==> src/rtl/core/hmsct_pkg.sv <==
// Shared types, codes and helper functions of the hours:minutes:seconds timer.
// Used by hmsct_step, hms_countdown_timer and hmsct_checker; depends on nothing.
package hmsct_pkg;

  localparam int IN_TDATA_W  = 16;
  localparam int IN_TUSER_W  = 2;
  localparam int OUT_TDATA_W = 32;
  localparam int TIME_W      = 7;

  typedef enum logic [1:0] {
    PH_READY    = 2'd0,
    PH_COUNTING = 2'd1,
    PH_SETUP    = 2'd2,
    PH_FINISHED = 2'd3
  } phase_t;

  typedef enum logic [1:0] {
    MODE_TICK  = 2'd0,
    MODE_KEY   = 2'd1,
    MODE_EXIT  = 2'd2,
    MODE_ENTER = 2'd3
  } mode_t;

  // Key codes
  localparam logic [7:0] KEY_PLUS   = 8'h2B;
  localparam logic [7:0] KEY_ZERO   = 8'h30;
  localparam logic [7:0] KEY_SLASH  = 8'h2F;
  localparam logic [1:0] DIGIT_TAG  = 2'b11;

  // Setup digit positions, tens of hours first
  localparam logic [2:0] POS_NONE     = 3'd0;
  localparam logic [2:0] POS_SEC_UNIT = 3'd1;
  localparam logic [2:0] POS_SEC_TENS = 3'd2;
  localparam logic [2:0] POS_MIN_UNIT = 3'd3;
  localparam logic [2:0] POS_MIN_TENS = 3'd4;
  localparam logic [2:0] POS_HRS_UNIT = 3'd5;
  localparam logic [2:0] POS_HRS_TENS = 3'd6;

  localparam logic [3:0]        TENS_MAX  = 4'd5;
  localparam logic [TIME_W-1:0] MS_MAX    = 7'd59;
  localparam logic [1:0]        TICK_STEP = 2'd3;

  typedef struct packed {
    phase_t              phase;
    logic [TIME_W-1:0]   hours;
    logic [TIME_W-1:0]   minutes;
    logic [TIME_W-1:0]   seconds;
    logic [TIME_W-1:0]   p_hours;
    logic [TIME_W-1:0]   p_minutes;
    logic [TIME_W-1:0]   p_seconds;
    logic [1:0]          tick_cnt;
    logic                blink;
    logic [2:0]          digit_pos;
    logic                clk_req;
  } state_t;

  typedef struct packed {
    logic                handled;
    logic                show_clock;
    logic                blank_digit;
    logic                beep;
    logic                colon_on;
    logic [2:0]          setup_position;
    logic [1:0]          phase;
    logic [TIME_W-1:0]   seconds_bcd;
    logic [TIME_W-1:0]   minutes_bcd;
    logic [TIME_W-1:0]   hours_bcd;
  } result_t;

  localparam state_t RESET_STATE = '{
    phase:     PH_READY,
    hours:     7'd0,
    minutes:   7'd5,
    seconds:   7'd0,
    p_hours:   7'd0,
    p_minutes: 7'd5,
    p_seconds: 7'd0,
    tick_cnt:  2'd0,
    blink:     1'b0,
    digit_pos: POS_NONE,
    clk_req:   1'b0
  };

  // Quotient by ten through the reciprocal 205/2048, exact below 1024
  function automatic logic [3:0] div10(input logic [TIME_W-1:0] v);
    logic [14:0] p;
    p = 15'(v) * 15'd205;
    return p[14:11];
  endfunction

  function automatic logic [3:0] rem10(input logic [TIME_W-1:0] v);
    logic [TIME_W-1:0] t;
    t = v - 7'(div10(v)) * 7'd10;
    return t[3:0];
  endfunction

  function automatic logic [TIME_W-1:0] to_bcd(input logic [TIME_W-1:0] v);
    logic [3:0] q;
    q = div10(v);
    return {q[2:0], rem10(v)};
  endfunction

  function automatic logic [TIME_W-1:0] set_tens(input logic [TIME_W-1:0] v,
                                                 input logic [3:0] d);
    return 7'(rem10(v)) + 7'(d) * 7'd10;
  endfunction

  function automatic logic [TIME_W-1:0] set_units(input logic [TIME_W-1:0] v,
                                                  input logic [3:0] d);
    return v - 7'(rem10(v)) + 7'(d);
  endfunction

  function automatic state_t load_preset(input state_t s);
    state_t r;
    r          = s;
    r.tick_cnt = 2'd0;
    r.hours    = s.p_hours;
    r.minutes  = s.p_minutes;
    r.seconds  = s.p_seconds;
    return r;
  endfunction

  function automatic state_t save_preset(input state_t s);
    state_t r;
    r           = s;
    r.p_hours   = s.hours;
    r.p_minutes = s.minutes;
    r.p_seconds = s.seconds;
    return r;
  endfunction

endpackage

==> src/rtl/core/hmsct_step.sv <==
// Next-state and result logic of the timer for one event word.
// Depends on hmsct_pkg.
module hmsct_step (
  input  hmsct_pkg::state_t  cur,
  input  hmsct_pkg::mode_t   mode,
  input  logic [7:0]         key,
  input  logic               set_pressed,
  output hmsct_pkg::state_t  nxt,
  output hmsct_pkg::result_t res
);
  import hmsct_pkg::*;

  state_t     n;
  logic       beep;
  logic       blank;
  logic       handled;
  logic [3:0] d;
  logic       is_digit;

  assign d        = key[3:0];
  assign is_digit = (key[5:4] == DIGIT_TAG);

  always_comb begin
    n       = cur;
    beep    = 1'b0;
    blank   = 1'b0;
    handled = 1'b0;
    unique case (mode)
      MODE_TICK: begin
        // Set button: enter or leave setup
        if (set_pressed) begin
          if (n.phase == PH_READY) begin
            n           = load_preset(n);
            n.digit_pos = POS_HRS_TENS;
            n.phase     = PH_SETUP;
          end else if (n.phase == PH_SETUP) begin
            n       = save_preset(n);
            n.phase = PH_READY;
          end
        end
        if (n.phase == PH_FINISHED) begin
          n.blink = ~n.blink;
          beep    = n.blink;
        end else begin
          // Count down with borrow on every fourth tick
          if (n.phase == PH_COUNTING) begin
            n.tick_cnt = n.tick_cnt + 2'd1;
            if (n.tick_cnt == TICK_STEP) begin
              priority if (n.seconds == '0 && n.minutes == '0 && n.hours == '0) begin
                n.phase = PH_FINISHED;
              end else if (n.seconds == '0 && n.minutes != '0) begin
                n.seconds = MS_MAX;
                n.minutes = n.minutes - 7'd1;
              end else if (n.seconds == '0) begin
                n.hours   = n.hours - 7'd1;
                n.minutes = MS_MAX;
                n.seconds = MS_MAX;
              end else begin
                n.seconds = n.seconds - 7'd1;
              end
            end
          end
          // Blink the digit under entry unless the clock is on show
          if (!n.clk_req && n.phase == PH_SETUP) begin
            n.blink = ~n.blink;
            blank   = n.blink;
          end
        end
      end
      MODE_KEY: begin
        n.clk_req = 1'b0;
        if (n.phase == PH_SETUP) begin
          handled = 1'b1;
          // Digit entry, tens digits limited to five
          if (is_digit) begin
            unique case (n.digit_pos)
              POS_HRS_TENS: if (d <= TENS_MAX) begin
                n.hours     = set_tens(n.hours, d);
                n.digit_pos = POS_HRS_UNIT;
              end
              POS_HRS_UNIT: begin
                n.hours     = set_units(n.hours, d);
                n.digit_pos = POS_MIN_TENS;
              end
              POS_MIN_TENS: if (d <= TENS_MAX) begin
                n.minutes   = set_tens(n.minutes, d);
                n.digit_pos = POS_MIN_UNIT;
              end
              POS_MIN_UNIT: begin
                n.minutes   = set_units(n.minutes, d);
                n.digit_pos = POS_SEC_TENS;
              end
              POS_SEC_TENS: if (d <= TENS_MAX) begin
                n.seconds   = set_tens(n.seconds, d);
                n.digit_pos = POS_SEC_UNIT;
              end
              POS_SEC_UNIT: begin
                n.seconds = set_units(n.seconds, d);
                n         = save_preset(n);
                n.phase   = PH_READY;
              end
              default: begin
              end
            endcase
          end
        end else begin
          priority if (key == KEY_PLUS) begin
            if (n.phase == PH_COUNTING) begin
              n.phase = PH_READY;
            end else if (n.phase == PH_READY) begin
              n.phase = PH_COUNTING;
            end
            handled = (n.phase != PH_COUNTING);
          end else if (key == KEY_ZERO) begin
            if (n.phase == PH_READY || n.phase == PH_FINISHED) begin
              n       = load_preset(n);
              n.phase = PH_READY;
            end
            handled = (n.phase != PH_COUNTING);
          end else if (key == KEY_SLASH) begin
            n.clk_req = 1'b1;
            handled   = (n.phase != PH_COUNTING);
          end else begin
            handled = 1'b1;
          end
        end
      end
      MODE_EXIT: begin
        // Skip to the next digit, or leave the current phase
        unique case (n.phase)
          PH_SETUP: begin
            n.digit_pos = n.digit_pos - 3'd1;
            if (n.digit_pos == POS_NONE) begin
              n       = save_preset(n);
              n.phase = PH_READY;
            end
            handled = 1'b1;
          end
          PH_FINISHED: begin
            n       = load_preset(n);
            n.phase = PH_READY;
            handled = 1'b1;
          end
          PH_COUNTING: begin
            n.phase = PH_READY;
            handled = 1'b1;
          end
          PH_READY: begin
            handled = 1'b0;
          end
        endcase
      end
      MODE_ENTER: begin
        n       = load_preset(n);
        n.phase = PH_READY;
      end
    endcase
  end

  // Build the result word from the updated state
  always_comb begin
    res.hours_bcd      = to_bcd(n.hours);
    res.minutes_bcd    = to_bcd(n.minutes);
    res.seconds_bcd    = to_bcd(n.seconds);
    res.phase          = n.phase;
    res.setup_position = (n.phase == PH_SETUP) ? n.digit_pos : POS_NONE;
    res.colon_on       = n.tick_cnt[1];
    res.beep           = beep;
    res.blank_digit    = blank;
    res.show_clock     = n.clk_req;
    res.handled        = handled;
  end

  assign nxt = n;

endmodule

==> src/rtl/core/hms_countdown_timer.sv <==
// Top level of the hours:minutes:seconds countdown timer.
// Depends on hmsct_pkg and hmsct_step.
//
//   channel  | dir | payload                                   | handshake
//   ---------+-----+-------------------------------------------+-----------------
//   in_*     | in  | tuser: mode; tdata: key, set_pressed      | tvalid / tready
//   out_*    | out | tdata: BCD time, phase, position, flags   | tvalid / tready
//
// One event word per cycle while the output is not stalled; a taken word passes the input
// register, then the state update into the output register, before its result leaves.
// rst_n is synchronous: state returns to ready with a 00:05:00 preset.
// A stalled result holds the output register; the input register still takes
// one more word, so a word per cycle flows whenever out_tready stays high.
module hms_countdown_timer (
  input  logic                               clk,
  input  logic                               rst_n,
  input  logic                               in_tvalid,
  output logic                               in_tready,
  // [7:0] key, [8] set_pressed, [15:9] zero
  input  logic [hmsct_pkg::IN_TDATA_W-1:0]   in_tdata,
  // [1:0] mode
  input  logic [hmsct_pkg::IN_TUSER_W-1:0]   in_tuser,
  output logic                               out_tvalid,
  input  logic                               out_tready,
  // [6:0] hours_bcd, [13:7] minutes_bcd, [20:14] seconds_bcd, [22:21] phase,
  // [25:23] setup_position, [26] colon_on, [27] beep, [28] blank_digit,
  // [29] show_clock, [30] handled, [31] zero
  output logic [hmsct_pkg::OUT_TDATA_W-1:0]  out_tdata
);
  import hmsct_pkg::*;

  logic      s1_valid_r;
  mode_t     s1_mode_r;
  logic [7:0] s1_key_r;
  logic      s1_set_r;
  state_t    state_r;
  state_t    state_nxt;
  result_t   res;
  logic      out_tvalid_r;
  logic [OUT_TDATA_W-1:0] out_tdata_r;
  logic      s1_adv;

  assign s1_adv    = s1_valid_r && (!out_tvalid_r || out_tready);
  assign in_tready = !s1_valid_r || s1_adv;

  hmsct_step u_step (
    .cur         (state_r),
    .mode        (s1_mode_r),
    .key         (s1_key_r),
    .set_pressed (s1_set_r),
    .nxt         (state_nxt),
    .res         (res)
  );

  // Input register: capture the word
  always_ff @(posedge clk) begin
    if (!rst_n) begin
      s1_valid_r <= 1'b0;
    end else if (in_tready) begin
      s1_valid_r <= in_tvalid;
    end
    if (in_tvalid && in_tready) begin
      s1_mode_r <= mode_t'(in_tuser);
      s1_key_r  <= in_tdata[7:0];
      s1_set_r  <= in_tdata[8];
    end
  end

  // Commit the state and load the result when the word moves on
  always_ff @(posedge clk) begin
    if (!rst_n) begin
      state_r      <= RESET_STATE;
      out_tvalid_r <= 1'b0;
    end else begin
      if (s1_adv) begin
        state_r <= state_nxt;
      end
      if (s1_adv) begin
        out_tvalid_r <= 1'b1;
      end else if (out_tready) begin
        out_tvalid_r <= 1'b0;
      end
    end
    if (s1_adv) begin
      out_tdata_r <= {1'b0, res};
    end
  end

  assign out_tvalid = out_tvalid_r;
  assign out_tdata  = out_tdata_r;

endmodule

==> config.mk <==
export PLATFORM = sky130hd
export DESIGN_NAME = hms_countdown_timer
export DESIGN_NICKNAME = d
export VERILOG_FILES = /design/src/rtl/core/hmsct_pkg.sv /design/src/rtl/core/hmsct_step.sv /design/src/rtl/core/hms_countdown_timer.sv
export SDC_FILE = /design/constraint.sdc
export NUM_CORES = 1
export LEC_CHECK = 0
export ABC_AREA = 1
export BUFFER_PORTS_ARGS = -buffer_cell sky130_fd_sc_hd__buf_2
export CORE_ASPECT_RATIO = 1.75
export CORE_MARGIN = 2
export CORE_UTILIZATION = 60
export DETAILED_ROUTE_END_ITERATION = 12
export PLACE_DENSITY = 0.78
export SYNTH_ARGS = -nofsm -noshare
export SYNTH_HDL_FRONTEND = slang
export SYNTH_SLANG_ARGS = --single-unit
==> constraint.sdc <==
create_clock -name clk -period 21.5 [get_ports clk]
set_input_delay 1.075 -clock clk [delete_from_list [all_inputs] [get_ports clk]]
set_output_delay 1.075 -clock clk [all_outputs]
set_load 0.02 [all_outputs]
==> metrics.csv <==
stage;metric;value;unit
cells_and_area;diodes;0;
drt;wl_met3;1790;um
synth;async_flop_share;0;%
synth;synth_seq_area_share;18.0;%
global_routing;antenna_found_initial;0;
cells_and_area;final_layout_size_suffix_gt1_share;7.63;%
critical_path;worstPathRequired;21630;ps
place;place_hpwl;28000;um
power;p_total;0.939;mW
synth;syn_inst;1687;
sta;maxSlewHeadroom;26.3;%
synth;ys.flop_type;dfxtp_1;
drt;topRoutingLayerUsed;met4;
global_routing;grt_pass1_vias;12000;
cells_and_area;syn_to_final_growth;5.54;%
floorplan;initial_core_util;60.6;%
place;gp_congestion;0.954;
drt;met1_length;12700;um
critical_path;cp-start-kind;flip-flop;
sta;timing.fmax;0.0878;GHz
synth;synth_warnings;0;
cts;hold_buffers;0;
critical_path;startpoint;state_r[47];
power;swShare;46.1;%
critical_path;slowest_stage;dfxtp_1;
cts;cts_tree;yes;
sta;setup_viol;0;
global_routing;overflow;0;
cells_and_area;final_cell_mix;nand2_1, inv_1, ha_1, a21oi_1, o21ai_0;
drt;dr.first_iter.drc_count;1001;
sta;worst_pin_slew;1100;ps
drt;routed-wl-met2;17600;um
critical_path;reg2regPathDepth;62;
floorplan;die-width;115;um
power;p_per_area;68.9;nW/um2
synth;synth_edf_count;42;
cells_and_area;final_common_cell;nand2_1;
drt;via_count;11800;
power;power_frac_seq;23.9;%
global_routing;grt_pass1_wl;56700;um
power;vdd_drop_max;0.0755;mV
power;p_leak;7.27;nW
hold_path;worstHoldPathCells;2;
synth;syn_nets;2021;
sta;setup_ws;10110;ps
synth;syn_area_per_cell;7.66;um2
cts;post_cts_buffers;0;
cts;clock_latency;380;ps
floorplan;row_count;71;
power;clkPwrFrac;17.6;%
critical_path;arrival;11520;ps
drt;wire_per_inst;17.6;um
drt;postRouteWirelength;34600;um
sta;fin_crit;11390;ps
critical_path;cp-end-kind;flip-flop;
drt;firstDrtPassIters;6;
cells_and_area;final_util;64.0;%
place;place_ws;10230;ps
floorplan;die_y;198;um
global_routing;grt_max_degree;46;
critical_path;rrSetupSlack;10110;ps
critical_path;reg2reg_from;state_r[47];
cts;clk_path_buf_depth;2;
critical_path;max_stage_delay;550;ps
place;placed_area;13300;um2
floorplan;core_area;21300;um2
synth;synth_cell_types;58;
drt;viasPerCell;5.98;
sta;period_share;53.0;%
cts;path_clk_slew;70;ps
cts;cts_resized;0;
cts;root_buffer;clkbuf_16;
drt;drcViolationCount;0;
cells_and_area;nNetsFinal;2046;
run_status;outcome;complete, no violations;
hold_path;worstHoldPathType;reg2reg;
cts;cts_buffers;9;
synth;yosys.area.top_type;ha_1;
sta;grt_setup_unrepaired;no;
place;port_buffers;47;
power;power.switching;0.433;mW
power;combPwrFrac;58.5;%
cts;cts_htree_levels;3;
power;p_int;0.506;mW
synth;synth-seq-cells;95;
synth;netlist_top_cells_area;ha_1, fa_1, edfxtp_1;
critical_path;crit_fanout;7;
sta;finClkSkew;11.8;ps
synth;synth.top_cell.area_share;23.7;%
global_routing;grt_use_total;31.6;%
cells_and_area;design_area;13600;um2
sta;report.final.slew_viol_count;0;
job;maxCapViolCount;0;
cts;clock_sinks;95;
drt;postRouteAntennaNets;0;
hold_path;worstHoldStart;state_r[5];
sta;setup_total_negative_slack;0;ps
critical_path;cpMostUsedCell;nand2_1;
critical_path;worstSetupPathType;reg2reg;
sta;finalHoldViolCount;0;
synth;synthesis.area;12900;um2
floorplan;die-area;22800;um2
floorplan;ioPinCount;56;
-- stage by stage --
step / instances / hold WS [ps]
after detailed placement: 1956 / 478
final: 1972 / 486
after floorplan: 1687 / 455
after global routing: 1972 / 518
after global placement: 1956 / 469
after CTS: 1972 / 488
-- layout make-up --
| class | count | area [um2] |
|---|---|---|
| fillers | 1920 | 7680 |
| flip-flops and latches | 95 | 2320 |
| inverters | 315 | 1180 |
| multi-input cells | 1234 | 9210 |
| well taps | 255 | 319 |
| repair buffers | 57 | 310 |
| clock inverters | 6 | 47.5 |
| clock buffers | 10 | 250 |
-- cells by family (layout without fill, tap and decap cells) --
kind of cell | count (synthesis) | after routing | share of synthesized area [%]
and+or+nand+nor | 537 | 537 | 18.4
buffers and inverters | 358 | 388 | 10.8
DFF | 95 | 95 | 18.0
adders and majority gates | 312 | 312 | 34.1
xor gates and xnor gates | 50 | 50 | 3.39
AOI/OAI and AO/OA | 334 | 334 | 15.4
other | 1 | 1 | 0.0290
-- flip-flops by register name, indices dropped and copies added (netlist names) --
signal,cells
state_r,51
s1_set_r,1
out_tdata,31
s1_mode_r,2
s1_key_r,8
out_tvalid,1
s1_valid_r,1
-- synthesized netlist by cell type, types with 5 or more instances --
master / n
buf_2: 7
o2111ai_1: 9
o21ai_0: 94
xor2_1: 33
edfxtp_1: 42
a21oi_1: 122
fa_1: 67
xnor2_1: 17
o221ai_1: 9
nor4_1: 6
dfxtp_1: 53
nand3b_1: 5
nand4_1: 15
nor3_1: 8
buf_6: 5
o21bai_1: 6
o21ai_1: 10
or2_2: 9
nand2_1: 305
nor2_1: 74
nor2_2: 7
inv_1: 303
o211ai_1: 18
o32ai_1: 5
nand2_2: 12
a221oi_1: 7
o22ai_1: 11
a31oi_1: 7
nand3_1: 81
nand2_4: 5
clkbuf_1: 28
inv_2: 9
ha_1: 245
-- worst paths after layout --
check | end
min | state_r[5]
min reg2reg | state_r[5]
max | out_tdata[3]
max reg2reg | out_tdata[3]
-- layer usage --
metal,up-vias,global-route usage (%)
met1,5533,33.9
met4,0,22.7
met5,-,0
met3,155,4.78
li1,5666,-
met2,441,55.6
-- worst max-delay path, delay by kind of cell, from the launching register on --
kind                       cells  cell delay [ps]
adders and majority gates     15             5560
and+or+nand+nor               23             2190
AOI/OAI and AO/OA              8             1150
buffers and inverters         13             1000
xor gates and xnor gates       3              670
DFF                            1              550
-- power by group through the flow --
stage / registers, mW / logic (mW) / clock network, mW
3_3_place_gp: 0.227 / 0.522 / 0
2_1_floorplan: 0.232 / 0.406 / 0
4_1_cts: 0.224 / 0.550 / 0.166
6_report: 0.224 / 0.550 / 0.165
5_1_grt: 0.226 / 0.633 / 0.172
3_5_place_dp: 0.228 / 0.545 / 0
No activity file was read; power rests on OpenSTA's default activity.
